**src/design/pal_pkg.sv**
```systemverilog
// shared types and constants for the paged array lru frame manager
package pal_pkg;

  localparam int IDX_W  = 32;
  localparam int PS_W   = 17;
  localparam int OFF_W  = 16;
  localparam int FRM_W  = 3;
  localparam int CNT_W  = 32;
  localparam int DATA_W = 32;
  localparam int ADDR_W = 3;

  // largest page size the block honors
  localparam logic [PS_W-1:0] PAGE_MAX       = PS_W'(65536);
  localparam logic [PS_W-1:0] PAGE_SIZE_RST  = PS_W'(256);

  // register indexes
  localparam logic REG_PAGE_SIZE = 1'b0;

  // depth of the queue between the divider and the frame lookup
  localparam int QDEPTH = 2;

  typedef struct packed {
    logic [IDX_W-1:0] page;
    logic [OFF_W-1:0] off;
  } pal_job_t;

endpackage

```
**src/design/paged_array_lru_frame_manager.sv**
```systemverilog
// top level of the paged array lru frame manager
//
// usage:
//   input channel (item_valid / item_stall) carries one element_index per beat.
//   result channel (result_valid / result_stall) returns one beat per input
//   beat, in order: hit, frame, offset, page_number, writeback, evicted_page
//   and the running hit and fault totals after that access.
//   page_size is set through the apb port at byte address 0; the user must
//   write it only while idle; the block does not enforce this.
// intake: the front part takes a new beat only once the serial divider has
//   pushed the last one (accept, quotient bits, queue push).
// path: divider, queue, then a match state and a commit state in the back part.
// reset: rst is synchronous; it empties the frames, clears recency ranks,
//   fill pointer and both totals, and sets page_size back to 256.
// stall: a stalled result holds in the output register; the back part waits,
//   the two-entry queue absorbs finished divisions, and the front part holds
//   its finished division while the queue is full, its input stalled until
//   the push (the input is stalled anyway while a division runs).
module paged_array_lru_frame_manager #(
  parameter int FRAMES = 8
) (
  input  logic                         clk,
  input  logic                         rst,
  // configuration port
  input  logic                         psel,
  input  logic                         penable,
  input  logic                         pwrite,
  input  logic [pal_pkg::ADDR_W-1:0]   paddr,
  input  logic [pal_pkg::DATA_W-1:0]   pwdata,
  output logic [pal_pkg::DATA_W-1:0]   prdata,
  output logic                         pready,
  // input channel
  input  logic                         item_valid,
  output logic                         item_stall,
  input  logic [pal_pkg::IDX_W-1:0]    element_index,
  // result channel
  output logic                         result_valid,
  input  logic                         result_stall,
  output logic                         hit,
  output logic [pal_pkg::FRM_W-1:0]    frame,
  output logic [pal_pkg::OFF_W-1:0]    offset,
  output logic [pal_pkg::IDX_W-1:0]    page_number,
  output logic                         writeback,
  output logic [pal_pkg::IDX_W-1:0]    evicted_page,
  output logic [pal_pkg::CNT_W-1:0]    hit_total,
  output logic [pal_pkg::CNT_W-1:0]    fault_total
);
  import pal_pkg::*;

  logic [PS_W-1:0] page_size;
  logic            reg_sel;

  logic     push;
  logic     q_full;
  logic     q_valid;
  logic     pop;
  pal_job_t push_job;
  pal_job_t head;

  // word index of the register; the low byte bits are ignored
  assign reg_sel = paddr[ADDR_W-1];
  assign pready  = 1'b1;

  always_ff @(posedge clk) begin
    if (rst) begin
      page_size <= PAGE_SIZE_RST;
    end else if (psel && penable && pwrite && reg_sel == REG_PAGE_SIZE) begin
      page_size <= pwdata[PS_W-1:0];
    end
  end

  always_comb begin
    prdata = '0;
    if (reg_sel == REG_PAGE_SIZE) begin
      prdata = DATA_W'(page_size);
    end
  end

  // divider: page number and offset
  pal_front u_front (
    .clk           (clk),
    .rst           (rst),
    .page_size     (page_size),
    .item_valid    (item_valid),
    .item_stall    (item_stall),
    .element_index (element_index),
    .push          (push),
    .job           (push_job),
    .q_full        (q_full)
  );

  // decouples the divider from the frame lookup
  pal_fifo u_fifo (
    .clk      (clk),
    .rst      (rst),
    .push     (push),
    .push_job (push_job),
    .full     (q_full),
    .pop      (pop),
    .q_valid  (q_valid),
    .head     (head)
  );

  // frame lookup, replacement and result register
  pal_back #(
    .FRAMES (FRAMES)
  ) u_back (
    .clk          (clk),
    .rst          (rst),
    .q_valid      (q_valid),
    .head         (head),
    .pop          (pop),
    .result_valid (result_valid),
    .result_stall (result_stall),
    .hit          (hit),
    .frame        (frame),
    .offset       (offset),
    .page_number  (page_number),
    .writeback    (writeback),
    .evicted_page (evicted_page),
    .hit_total    (hit_total),
    .fault_total  (fault_total)
  );

endmodule

```
**src/design/pal_front.sv**
```systemverilog
// front part: accepts element indexes and splits them into page and offset
module pal_front (
  input  logic                       clk,
  input  logic                       rst,
  input  logic [pal_pkg::PS_W-1:0]   page_size,
  input  logic                       item_valid,
  output logic                       item_stall,
  input  logic [pal_pkg::IDX_W-1:0]  element_index,
  output logic                       push,
  output pal_pkg::pal_job_t          job,
  input  logic                       q_full
);
  import pal_pkg::*;

  localparam int STEP_W = $clog2(IDX_W);
  localparam logic [STEP_W-1:0] LAST_STEP = STEP_W'(IDX_W - 1);

  typedef enum logic [2:0] {
    F_IDLE = 3'b001,
    F_DIV  = 3'b010,
    F_PUSH = 3'b100
  } front_state_t;

  front_state_t state;
  logic [STEP_W-1:0] step;
  logic [PS_W-1:0]   divisor;
  logic [IDX_W-1:0]  quo;
  logic [OFF_W-1:0]  rem;
  logic [PS_W-1:0]   ps_eff;
  logic [PS_W-1:0]   trial;
  logic              ge;

  // zero acts as one, anything past the top acts as the top
  always_comb begin
    if (page_size == '0) begin
      ps_eff = PS_W'(1);
    end else if (page_size > PAGE_MAX) begin
      ps_eff = PAGE_MAX;
    end else begin
      ps_eff = page_size;
    end
  end

  // restoring division, one quotient bit a cycle
  assign trial = {rem, quo[IDX_W-1]};
  assign ge    = trial >= divisor;

  assign item_stall = (state != F_IDLE);
  assign push       = (state == F_PUSH) && !q_full;
  assign job.page   = quo;
  assign job.off    = rem;

  always_ff @(posedge clk) begin
    if (rst) begin
      state <= F_IDLE;
      step  <= '0;
    end else begin
      case (state)
        F_IDLE: begin
          if (item_valid) begin
            state <= F_DIV;
            step  <= '0;
          end
        end
        F_DIV: begin
          step <= step + STEP_W'(1);
          if (step == LAST_STEP) begin
            state <= F_PUSH;
          end
        end
        F_PUSH: begin
          if (!q_full) begin
            state <= F_IDLE;
          end
        end
        default: state <= F_IDLE;
      endcase
    end
  end

  always_ff @(posedge clk) begin
    if (state == F_IDLE && item_valid) begin
      divisor <= ps_eff;
      quo     <= element_index;
      rem     <= '0;
    end else if (state == F_DIV) begin
      quo <= {quo[IDX_W-2:0], ge};
      rem <= ge ? OFF_W'(trial - divisor) : trial[OFF_W-1:0];
    end
  end

endmodule

```
**src/design/pal_fifo.sv**
```systemverilog
// short queue of split indexes between the front and back parts
module pal_fifo (
  input  logic              clk,
  input  logic              rst,
  input  logic              push,
  input  pal_pkg::pal_job_t push_job,
  output logic              full,
  input  logic              pop,
  output logic              q_valid,
  output pal_pkg::pal_job_t head
);
  import pal_pkg::*;

  localparam int PTR_W = (QDEPTH > 1) ? $clog2(QDEPTH) : 1;
  localparam int CNT_Q = $clog2(QDEPTH + 1);

  pal_job_t slot [QDEPTH];
  logic [PTR_W-1:0] wp;
  logic [PTR_W-1:0] rp;
  logic [CNT_Q-1:0] fill;

  assign full    = (fill == CNT_Q'(QDEPTH));
  assign q_valid = (fill != '0);
  assign head    = slot[rp];

  always_ff @(posedge clk) begin
    if (push) begin
      slot[wp] <= push_job;
    end
  end

  always_ff @(posedge clk) begin
    if (rst) begin
      wp   <= '0;
      rp   <= '0;
      fill <= '0;
    end else begin
      if (push) begin
        wp <= (wp == PTR_W'(QDEPTH - 1)) ? '0 : wp + PTR_W'(1);
      end
      if (pop) begin
        rp <= (rp == PTR_W'(QDEPTH - 1)) ? '0 : rp + PTR_W'(1);
      end
      if (push && !pop) begin
        fill <= fill + CNT_Q'(1);
      end else if (pop && !push) begin
        fill <= fill - CNT_Q'(1);
      end
    end
  end

endmodule

```
**src/design/pal_back.sv**
```systemverilog
// back part: frame lookup, lru replacement, counters and result register
module pal_back #(
  parameter int FRAMES = 8
) (
  input  logic                       clk,
  input  logic                       rst,
  input  logic                       q_valid,
  input  pal_pkg::pal_job_t          head,
  output logic                       pop,
  output logic                       result_valid,
  input  logic                       result_stall,
  output logic                       hit,
  output logic [pal_pkg::FRM_W-1:0]  frame,
  output logic [pal_pkg::OFF_W-1:0]  offset,
  output logic [pal_pkg::IDX_W-1:0]  page_number,
  output logic                       writeback,
  output logic [pal_pkg::IDX_W-1:0]  evicted_page,
  output logic [pal_pkg::CNT_W-1:0]  hit_total,
  output logic [pal_pkg::CNT_W-1:0]  fault_total
);
  import pal_pkg::*;

  localparam int FI_W = (FRAMES > 1) ? $clog2(FRAMES) : 1;
  localparam int FP_W = $clog2(FRAMES + 1);
  localparam logic [FI_W-1:0] OLDEST = FI_W'(FRAMES - 1);

  typedef enum logic [2:0] {
    B_IDLE   = 3'b001,
    B_MATCH  = 3'b010,
    B_COMMIT = 3'b100
  } back_state_t;

  back_state_t state;
  pal_job_t cur;

  logic [IDX_W-1:0] tag  [FRAMES];
  logic [FI_W-1:0]  rank [FRAMES];
  logic [FP_W-1:0]  fill_ptr;
  logic [CNT_W-1:0] hit_cnt;
  logic [CNT_W-1:0] fault_cnt;

  logic [FRAMES-1:0] fvalid;
  logic              full;
  logic              m_hit;
  logic [FI_W-1:0]   m_idx;
  logic [FI_W-1:0]   v_idx;
  logic [IDX_W-1:0]  v_tag;

  logic              hit_q;
  logic              full_q;
  logic [FI_W-1:0]   hit_idx_q;
  logic [FI_W-1:0]   hit_rank_q;
  logic [FI_W-1:0]   vic_idx_q;
  logic [IDX_W-1:0]  vic_tag_q;

  logic              commit;
  logic [FI_W-1:0]   f_sel;

  // frames fill in order and never empty, so occupancy follows the fill pointer
  always_comb begin
    for (int i = 0; i < FRAMES; i++) begin
      fvalid[i] = (FP_W'(i) < fill_ptr);
    end
  end
  assign full = (fill_ptr == FP_W'(FRAMES));

  // lowest matching frame wins; when full the oldest frame carries the top rank
  always_comb begin
    m_hit = 1'b0;
    m_idx = '0;
    v_idx = '0;
    v_tag = '0;
    for (int i = FRAMES - 1; i >= 0; i--) begin
      if (fvalid[i] && tag[i] == cur.page) begin
        m_hit = 1'b1;
        m_idx = FI_W'(i);
      end
      if (fvalid[i] && rank[i] == OLDEST) begin
        v_idx = FI_W'(i);
        v_tag = tag[i];
      end
    end
  end

  assign pop    = (state == B_IDLE) && q_valid;
  assign commit = (state == B_COMMIT) && (!result_valid || !result_stall);
  assign f_sel  = hit_q ? hit_idx_q : (full_q ? vic_idx_q : fill_ptr[FI_W-1:0]);

  always_ff @(posedge clk) begin
    if (rst) begin
      state <= B_IDLE;
    end else begin
      case (state)
        B_IDLE:   if (q_valid) state <= B_MATCH;
        B_MATCH:  state <= B_COMMIT;
        B_COMMIT: if (commit) state <= B_IDLE;
        default:  state <= B_IDLE;
      endcase
    end
  end

  always_ff @(posedge clk) begin
    if (pop) begin
      cur <= head;
    end
    if (state == B_MATCH) begin
      hit_q      <= m_hit;
      full_q     <= full;
      hit_idx_q  <= m_idx;
      hit_rank_q <= rank[m_idx];
      vic_idx_q  <= v_idx;
      vic_tag_q  <= v_tag;
    end
  end

  // tags are written only on a fault
  always_ff @(posedge clk) begin
    if (commit && !hit_q) begin
      tag[f_sel] <= cur.page;
    end
  end

  always_ff @(posedge clk) begin
    if (rst) begin
      fill_ptr     <= '0;
      hit_cnt      <= '0;
      fault_cnt    <= '0;
      result_valid <= 1'b0;
      for (int i = 0; i < FRAMES; i++) begin
        rank[i] <= '0;
      end
    end else begin
      if (result_valid && !result_stall) begin
        result_valid <= 1'b0;
      end
      if (commit) begin
        result_valid <= 1'b1;
        if (hit_q) begin
          hit_cnt <= hit_cnt + CNT_W'(1);
        end else begin
          fault_cnt <= fault_cnt + CNT_W'(1);
          if (!full_q) begin
            fill_ptr <= fill_ptr + FP_W'(1);
          end
        end
        // selected frame becomes newest, the frames newer than it age by one
        for (int i = 0; i < FRAMES; i++) begin
          if (FI_W'(i) == f_sel) begin
            rank[i] <= '0;
          end else if (fvalid[i] && (!hit_q || rank[i] < hit_rank_q)) begin
            rank[i] <= rank[i] + FI_W'(1);
          end
        end
      end
    end
  end

  always_ff @(posedge clk) begin
    if (commit) begin
      hit          <= hit_q;
      frame        <= FRM_W'(f_sel);
      offset       <= cur.off;
      page_number  <= cur.page;
      writeback    <= !hit_q && full_q;
      evicted_page <= (!hit_q && full_q) ? vic_tag_q : '0;
      hit_total    <= hit_q ? hit_cnt + CNT_W'(1) : hit_cnt;
      fault_total  <= hit_q ? fault_cnt : fault_cnt + CNT_W'(1);
    end
  end

  a_fill_bound: assert property (@(posedge clk) disable iff (rst)
    fill_ptr <= FP_W'(FRAMES))
    else $error("fill pointer past frame count");

  a_fill_step: assert property (@(posedge clk) disable iff (rst)
    commit && !hit_q && !full_q |=> fill_ptr == $past(fill_ptr) + FP_W'(1))
    else $error("fill pointer did not advance on fill");

  a_hit_keeps_faults: assert property (@(posedge clk) disable iff (rst)
    commit && hit_q |=> fault_cnt == $past(fault_cnt))
    else $error("fault count moved on a hit");

  a_wb_on_miss: assert property (@(posedge clk) disable iff (rst)
    result_valid && writeback |-> !hit)
    else $error("write-back reported on a hit");

endmodule
```
**config.mk**
```make
export PLATFORM = sky130hd
export DESIGN_NAME = paged_array_lru_frame_manager
export DESIGN_NICKNAME = d
export VERILOG_FILES = /design/src/design/pal_pkg.sv /design/src/design/paged_array_lru_frame_manager.sv /design/src/design/pal_front.sv /design/src/design/pal_fifo.sv /design/src/design/pal_back.sv
export SDC_FILE = /design/constraint.sdc
export NUM_CORES = 1
export LEC_CHECK = 0
export BUFFER_PORTS_ARGS = -buffer_cell sky130_fd_sc_hd__buf_2
export CAP_MARGIN = 15
export CORE_MARGIN = 2
export CORE_UTILIZATION = 30
export CTS_BUF_LIST = sky130_fd_sc_hd__clkbuf_4
export CTS_CLUSTER_SIZE = 14
export DETAILED_ROUTE_END_ITERATION = 12
export HOLD_SLACK_MARGIN = 0.02
export SYNTH_ARGS = -nofsm -noshare
export SYNTH_HDL_FRONTEND = slang
export SYNTH_SLANG_ARGS = --single-unit
```
**constraint.sdc**
```tcl
create_clock -name clk -period 5.85 [get_ports clk]
set_input_delay 0.585 -clock clk [delete_from_list [all_inputs] [get_ports clk]]
set_output_delay 0.585 -clock clk [all_outputs]
set_load 0.02 [all_outputs]
```
==> impl.org, run 1 <==
** Logic synthesis
- Synth Flop Type :: sky130_fd_sc_hd__edfxtp_1
- Cell accounting for the most synthesized area :: sky130_fd_sc_hd__edfxtp_1
- Count of unique library cells instantiated by Yosys :: 68
- Count of mapped cells out of synthesis :: 2,747
- Sorting the synthesized cells by how often they occur yields sky130_fd_sc_hd__edfxtp_1 (665), sky130_fd_sc_hd__xor2_1 (230), sky130_fd_sc_hd__nor2_1 (212), sky130_fd_sc_hd__nand2_1 (182), sky130_fd_sc_hd__xnor2_1 (149).
- Post-Synthesis Cell Area :: 0.0353 mm^2
- Sequential cells were found to cover 63.3% of the synthesized design area.
- Number of synthesis warnings :: 0
- Most instantiated library cell after synthesis :: sky130_fd_sc_hd__edfxtp_1
- The synthesized design devotes to its leading area cell type 56.6% of total area.
- Fraction of registers with async set or reset after synthesis :: 0%
- Yosys mapped a number of flops with a built-in enable equal to 665.
- Mean area per synthesized cell :: 12.8 um^2
- After synthesis the netlist holds a flip-flop and latch count of 782.
- Largest cells by area after synthesis :: sky130_fd_sc_hd__edfxtp_1 (57%), sky130_fd_sc_hd__dfxtp_1 (6.6%), sky130_fd_sc_hd__xor2_1 (5.7%)

** Drt
- For this block, the initial DRC count from the detailed router was 1,930.
- Detail-routed via count per cell :: 4.80
- The final route contains 23,231 vias.
- Post-detailed-route wirelength per cell :: 18.9 um
- Final WL :: 91.7 mm
- DRC :: 0
- The pre-antenna-repair detailed-routing pass consisted of 5 iterations.
- The count of nets left with antenna violations once routing finished came out at 0.

** GRT
- Grt ovf :: 0
- The number of antenna violations at the first check in global routing was 2.
- First-pass GRT wire length :: 138 mm
- Across every metal layer, demand over resource in global routing totals 15.0%.
- Maximum number of pins on one net before global-route repair :: 77
- The via count of the first global-routing pass is 22,945.

** Timing
- Worst-case headroom to the max-slew limit :: 31.7%
- The final hold violation count was 0.
- Final Slew Violations :: 0
- The clock arrives with 0.108 ns of skew.
- Setup repair after global routing left no endpoint under its margin.
- Total Neg Setup Slack :: 0 ns
- Static timing analysis puts the maximum clock frequency at 277 MHz.
- Setup violations remaining at the end of the flow were counted as 0.
- Post-layout min period :: 3.61 ns
- Tightest Pin Transition :: 1.02 ns
- Final-layout worst hold slack :: 0.221 ns
- Of the available clock period, the critical path in the final layout requires 61.6%.

** Power and ir drop
- Combinational group share of total power :: 15.3%
- Net switching power :: 4020 uW
- Switching Fraction :: 29.3%
- The internal portion of the total power is 9700 uW.
- Clock group share of total power :: 35.4%
- Across the VDD grid, the largest voltage drop is 0.218 mV.
- In this run the power density over the cells is 331 mW/mm^2.
- Part of the power in registers :: 49.3%
- Cell leakage power :: 0.0145 uW

** Critical path
- Max FO, Critical Path :: 12
- Kind of launch point of the worst setup path :: flop
- The critical path is of the reg -> reg type.
- R2r worst-path depth :: 11
- In this run the worst setup path terminates at u_back.hit_rank_q[0].
- Across all register-to-register paths, the minimum setup slack is 2.24 ns.
- Critical path data arrival time :: 4.41 ns
- The critical path starts at u_back.cur[39].
- Most frequent cell on the critical path :: sky130_fd_sc_hd__buf_4
- Reg-to-reg startpoint :: u_back.cur[39]
- Slowest stage cell on the critical path :: sky130_fd_sc_hd__edfxtp_1
- Critical path capture point type :: flop
- For the worst setup path, the data required time is 6.65 ns.
- The endpoint identified for the worst register-to-register timing path is u_back.hit_rank_q[0].
- On the worst path, the slowest cell contributes a delay of 0.63 ns.
- Ordered cell list for the critical path :: buf_4 > xor2_1 > nor4_1 > nand3_1 > or4_1 > o41ai_2 > a21oi_1 > buf_4 > mux2i_1 > a22o_1 > nor2_1

** Layout
- For this run, the post-layout net count is 3,287.
- Multi-input gate area :: 0.0122 mm^2
- The post-route netlist has 22.4% of its cells at a drive strength greater than 1.
- From synthesis to final layout, the design area changed by 17.6%.
- Fill cells :: 11,524
- Area of all sequential standard cells :: 0.0223 mm^2
- Finished Core Util :: 35.6%

** Clock tree
- Master cell of the clock root buffer :: sky130_fd_sc_hd__clkbuf_4
- Clk Latency, worst-skew pair :: 1.12 ns
- Counting every sink on the clock net gives 782.
- Number of gates resized after CTS :: 0
- Bufs on Longest Clock Path :: 3
- TritonCTS clock tree :: built
- Hold buffer count at cts :: 52
- CTS built an H-tree with a depth of 4.
- Setup bufs post-CTS :: 0
- Clock tree synthesis inserted a total of 206 buffers.
- Reg clk slew, reported paths :: 0.07 ns

** Die
- Starting density of the core :: 30.3%
- Pin placement for this block handled 258 I/O pins.
- In this run the horizontal extent of the chip is 347 um.
- Die area :: 0.120 mm^2
- Std-Cell Rows :: 125
- The floorplan step defined a core boundary enclosing 0.116 mm^2.
- Vertical die dimension :: 347 um

** Run status
- The flow ran to the end, and the final reports show no timing, DRC or antenna violations.

** Hold path
- In this run the worst hold path is classified as in -> reg.
- Worst hold stages :: 4

** Place
- The count of buffers added on input and output ports is 224.
- Half-perimeter wire length of the detailed placement result :: 63.2 mm
- GP Congestion :: 0.922

** Run
- Max-cap violations in this run came to 0.
-- worst min path at each step --
| stage | startpoint | slack (ns) | endpoint |
|---|---|---|---|
| 3_3_place_gp | u_back.cur[13] | 0.40 | u_back.offset[13] |
| 5_1_grt | penable | 0.13 | page_size[7] |
| 4_1_cts | penable | 0.06 | page_size[7] |
| 2_1_floorplan | u_back.cur[0] | 0.40 | u_back.offset[0] |
| 6_report | penable | 0.22 | page_size[7] |
| 3_5_place_dp | u_back.cur[9] | 0.41 | u_back.offset[9] |
-- area by class of cell --
| class | instances | share of cell area [%] |
|---|---|---|
| diodes | 2 | 0.0121 |
| well taps | 1524 | 4.60 |
| inverters | 42 | 0.398 |
| multi-input cells | 1783 | 29.5 |
| flip-flops and latches | 782 | 53.8 |
| clock inverters | 68 | 1.02 |
| repair buffers | 339 | 5.11 |
| clock buffers | 304 | 5.51 |
-- power groups by stage --
stage	logic (uW)	clock network, uW	registers [uW]
after detailed placement	2070	0	6880
final	2090	4860	6770
after global placement	2060	0	6880
after CTS	2110	5050	6770
after global routing	2240	5350	6800
after floorplan	1300	0	6800
-- per-stage QoR --
stage | cells | total power, uW | setup slack (ns) | instance area (um^2)
floorplan | 2761 | 8100 | 0.210 | 35300
global placement | 4418 | 8940 | 2.36 | 38200
detailed placement | 4418 | 8950 | 2.35 | 38200
CTS | 4842 | 13900 | 2.33 | 41400
global route | 4844 | 14400 | 2.02 | 41500
finish | 4844 | 13700 | 2.24 | 41500
-- metal layers --
metal / global-route usage, % / vias to the layer above / wire, um
li1: - / 11028 / -
met1: 20.1 / 11283 / 41000
met2: 23.5 / 745 / 42300
met3: 3.18 / 175 / 5440
met4: 6.26 / 0 / 2970
met5: 0 / - / 0
-- registers in the layout (all words and copies together), names as in the netlist, 3 cells and up --
name and count:
u_front.rem 16, u_back.frame 3, u_back.page_number 32, u_back.rank 24, u_back.tag 256, u_front.state 3
u_back.vic_idx_q 3, u_back.fill_ptr 4, u_back.hit_rank_q 3, u_back.offset 16, u_front.step 5, u_front.quo 32
u_back.hit_cnt 32, u_fifo.slot 96, u_back.hit_total 32, u_back.evicted_page 32, u_back.hit_idx_q 3, u_front.divisor 17
u_back.fault_cnt 32, u_back.state 3, u_back.cur 48, page_size 17, u_back.fault_total 32, u_back.vic_tag_q 32
-- cell families after synthesis --
kind of cell,count (synthesis),synth area share (%)
fa+ha+maj,59,2.12
buf+inv,196,2.43
xor+xnor,379,9.42
simple gates,879,13.0
other cells,2,0.0213
compound gates,339,6.31
mux,111,3.44
flops,782,63.3
-- cell usage in the layout (no fill, tap or decap), drive strengths merged, types with 29 or more instances in the layout --
master / instances
a21oi: 104
a221oi: 32
a22oi: 34
and2: 73
buf: 287
clkbuf: 304
clkinv: 55
dfxtp: 117
dlygate4sd3: 52
edfxtp: 665
ha: 58
inv: 54
mux2: 82
mux2i: 29
nand2: 182
nand3: 44
nand4: 64
nor2: 212
nor2b: 45
nor3: 70
nor4: 64
o21ai: 84
o311a: 32
or3: 29
xnor2: 149
xor2: 230
-- worst max-delay path, delay by kind of cell, from the launching register on --
| kind | cells | cell delay (ns) |
|---|---|---|
| AND/OR/NAND/NOR | 4 | 1.26 |
| flip-flops | 1 | 0.63 |
| buffers and inverters | 2 | 0.55 |
| AO/OA/AOI/OAI | 3 | 0.51 |
| multiplexers | 1 | 0.22 |
| XOR/XNOR | 1 | 0.17 |
Power figures use the tool's default switching activity.
==> run 2: changes to the inputs <==
ABC_AREA = 1   (was unset)
clock period = 3 ns   (was 5.85 ns; I/O delays follow)
==> run 2 against run 1 <==
Against the previous run: maximum frequency rose by 24%; core utilization grew 1.5 points; final area increased by 11%; sequential share of layout area decreased by 5.4 points; first-iteration DRC count grew 39%; critical path depth increased by 3; cell count rose by 30%; die area grew 6.3%; clock power increased by 92%; largest power group unchanged.
==> impl.org, run 2 <==
** Layout
- Fin area :: 0.0460 mm^2
- In the final layout, the registers with the most flip-flops are u_back.tag (256), u_fifo.slot (96), u_back.cur (48).
- The post-route netlist has 18.2% of its cells at a drive strength greater than 1.
- Counting flops per register, the top entry is u_back.tag.
- Cells fill 37.1% of the core in the end.
- From synthesis to final layout, the design area changed by 22.7%.
- The top cell types in the final layout, fill and taps aside, are sky130_fd_sc_hd__nand2_1 (903), sky130_fd_sc_hd__edfxtp_1 (665), sky130_fd_sc_hd__inv_1 (441), sky130_fd_sc_hd__nor2_1 (352), sky130_fd_sc_hd__clkbuf_4 (296).
- In the final layout, flip-flops and latches occupy 0.0223 mm^2.
- Post-layout nets :: 4,621
- Multi-input gate area :: 0.0128 mm^2
- Leading cell type in the layout, fill and taps excluded :: sky130_fd_sc_hd__nand2_1
- The register with the most flip-flops in the layout has 256 of them.
- Fill cells :: 12,428

** Drt
- The count of nets left with antenna violations once routing finished came out at 0.
- Routed wire length on met2 :: 54.3 mm
- Total number of vias :: 30,036
- Number of iterations in the first detailed-routing pass :: 8
- The first routing iteration left 2,685 violations.
- After detailed routing, the wire length on met1 is 50.2 mm.
- Met3 wirelength from detailed routing :: 8.92 mm
- Detail-routed via count per cell :: 4.77
- DRC :: 0
- Post-detailed-route wirelength per cell :: 18.7 um
- Top layer reached by signal wires :: met5
- Final WL :: 118 mm

** Timing
- In this run the tightest slew margin relative to its limit is 32.8%.
- Endpoints failing hold :: 0
- Maximum frequency from static timing analysis :: 345 MHz
- Setup repair after global routing missed its margin :: false
- Final Slew Violations :: 0
- Tightest Pin Transition :: 1.01 ns
- Setup violations remaining at the end of the flow were counted as 0.
- Post-layout min period :: 2.90 ns
- For the final routed database, the setup TNS stands at 0 ns.
- Final-layout worst hold slack :: 0.210 ns
- Tcrit/Tclk final :: 96.6%
- Post-route clock skew :: 0.0727 ns

** Critical path
- Critical path capture point type :: flop
- On the critical path, the stage with the largest delay is an instance of sky130_fd_sc_hd__edfxtp_1.
- Kind of launch point of the worst setup path :: flop
- In this design, the critical path's most frequently occurring cell is sky130_fd_sc_hd__nand2_1.
- The startpoint identified for the worst register-to-register timing path is u_back.cur[29].
- Traced cell by cell, the critical path runs through buf_4 > xnor2_1 > nand2_1 > nor2_1 > nand2_1 > nor4_1 > nand3_1 > nand2_1 > inv_1 > a21oi_4 > nand3_1 > nand2_1 > nand2_1 > nand2_1.
- In this run the worst path has a maximum fanout of 9.
- Largest stage delay on the critical path :: 0.52 ns
- Tracing the worst setup path back leads to its startpoint at u_back.cur[29].
- Critical path data arrival time :: 3.93 ns
- Data on the critical path is required at its endpoint by 4.03 ns.
- The critical path is of the reg -> reg type.
- The setup check on the worst reg-to-reg path leaves a slack of 0.10 ns.

** Clock tree
- Number of sinks driven by the clock tree :: 782
- The clock passes through at most 3 buffers.
- H-tree lvl count :: 4
- Reg clk slew, reported paths :: 0.07 ns
- The root buffer cell chosen for the clock tree is sky130_fd_sc_hd__clkbuf_4.
- Clk Latency, worst-skew pair :: 1.19 ns
- TritonCTS built the clock tree.
- Buffers inserted during clock tree synthesis total 210.

** Logic synthesis
- Synthesis produced a netlist whose cell count is 3,841.
- Synthesized flop and latch total :: 782
- Most instantiated library cell after synthesis :: sky130_fd_sc_hd__nand2_1
- Synth Flop Type :: sky130_fd_sc_hd__edfxtp_1
- Mean area per synthesized cell :: 9.77 um^2
- Number of synthesized flops with an enable pin :: 665
- Count of unique library cells instantiated by Yosys :: 65
- Of all flip-flops after synthesis, the portion carrying an async set or reset was 0%.
- Seq/Total Area, Yosys :: 59.5%
- After synthesis the cells add up to 0.0375 mm^2.
- In the post-synthesis netlist, the biggest area contributors are sky130_fd_sc_hd__edfxtp_1 (53%), sky130_fd_sc_hd__nand2_1 (9.1%), sky130_fd_sc_hd__dfxtp_1 (6.2%).
- The Yosys step of the flow raised 0 warnings.
- The commonest cells after synthesis are sky130_fd_sc_hd__nand2_1 (905), sky130_fd_sc_hd__edfxtp_1 (665), sky130_fd_sc_hd__inv_1 (446), sky130_fd_sc_hd__nor2_1 (365), sky130_fd_sc_hd__o21ai_0 (194).
- Share of the synthesized area in the top cell type :: 53.2%
- Of all cell types, the one taking the most synthesized area is sky130_fd_sc_hd__edfxtp_1.

** Run status
- Run status :: finished clean

** Die
- The core region is 0.124 mm^2.
- Die area :: 0.128 mm^2
- Vertical die dimension :: 358 um
- Measured along the x axis, the die boundary spans 358 um.
- Starting density of the core :: 30.3%
- Std-Cell Rows :: 129
- I/O pin total :: 258

** Power and ir drop
- In this run the power density over the cells is 702 mW/mm^2.
- Internal power :: 21,000 uW
- In this run, flip-flops and latches consume 44.0% of the power.
- Largest voltage drop on the vdd net :: 0.421 mV
- Net switching is 34.9% of the power.
- Clock group share of total power :: 28.9%
- For this design the total switching power over the nets is 11,300 uW.
- Combinational group share of total power :: 27.1%
- Summing internal, switching and leakage power gives 32,300 uW.
- The analysis attributes to cell leakage a power of 0.0191 uW.

** GRT
- The number of antenna violations at the first check in global routing was 4.
- The first global-routing pass estimated 175 mm of wire.
- Entering global routing, the biggest net connects 104 pins.
- For this run the aggregate overflow at the end of global routing stands at 0.
- Vias in the first global route :: 29,408
- Total Routing Usage GR :: 18.2%

** Place
- At the end of routability-driven placement, the weighted congestion stood at 0.959.
- Half-perimeter wire length of the detailed placement result :: 84.9 mm
- Once placement finished, the instance area stood at 0.0418 mm^2.
- IO Port Bufs :: 224

** Hold path
- The tightest min-delay check is of the in -> reg type.
- In this run the most critical hold path is launched from rst.

** Run
- Reported max-cap violation count :: 0
run 2: cell count changes after synthesis, sizes merged, moves of 32 or more:
cell and change:
nor2b -42, nor2 +160, a22oi -34, xnor2 -41, inv +425, nand2 +730, nand3 +114, xor2 -127
and2 -68, mux2 -82, o311a -32, o21ai +114, o221ai +52
run 2: cell families (layout without fill, tap and decap cells):
family | count (synthesis) | after routing | synth area share [%]
simple gates | 1726 | 1726 | 19.9
other cells | 2 | 25 | 0.0200
compound gates | 449 | 449 | 7.00
flops | 782 | 782 | 59.5
fa+ha+maj | 59 | 59 | 1.99
buf+inv | 612 | 1405 | 6.70
xor+xnor | 211 | 211 | 4.93
run 2: repair_timing:
action                     in CTS  in global routing
hold buffers                  150                  0
resized for setup               0                 10
hold endpoints to repair      302                  0
setup endpoints to repair       0                 61
setup buffers                   0                 13
run 2: cell type report:
cell class / count / share of cell area (%)
sequential: 782 / 48.5
multi-input combinational: 2461 / 27.9
timing repair buffer: 568 / 9.65
clock buffer: 296 / 4.83
tap: 1637 / 4.45
inverter: 465 / 3.81
clock inverter: 76 / 0.848
antenna: 9 / 0.0489
run 2: final timing paths:
path	cells past startpoint	to
worst max register to register	14	u_back.hit_rank_q[2]
worst min register to register	0	u_back.offset[1]
worst min-delay path	5	u_back.fill_ptr[2]
worst max-delay path	14	u_back.hit_rank_q[2]
run 2: stage by stage:
stage / std cells / setup slack (ns)
CTS: 6272 / 0.166
detailed placement: 5750 / 0.190
finish: 6294 / 0.101
floorplan: 3855 / 0.128
global placement: 5750 / 0.170
global route: 6289 / 0.00114
run 2: power groups by stage:
stage	clock network [uW]	registers, uW	logic, uW
after floorplan	0	14300	4820
after CTS	9670	14200	8510
after detailed placement	0	14400	8270
final	9330	14200	8770
after global routing	10300	14300	9500
after global placement	0	14400	8220
run 2: worst max-delay path, delay by kind of cell (launching register included):
family / cells / cell delay (ns)
AO/OA/AOI/OAI: 1 / 0.24
flip-flops: 1 / 0.52
buffers and inverters: 2 / 0.35
XOR/XNOR: 1 / 0.33
AND/OR/NAND/NOR: 10 / 1.35
run 2: layer usage:
metal  GRT usage [%]  vias to the layer above
met5               0                        -
met3            4.49                      253
met1            23.3                    14158
li1                -                    14400
met2            29.2                     1223
met4            7.60                        2
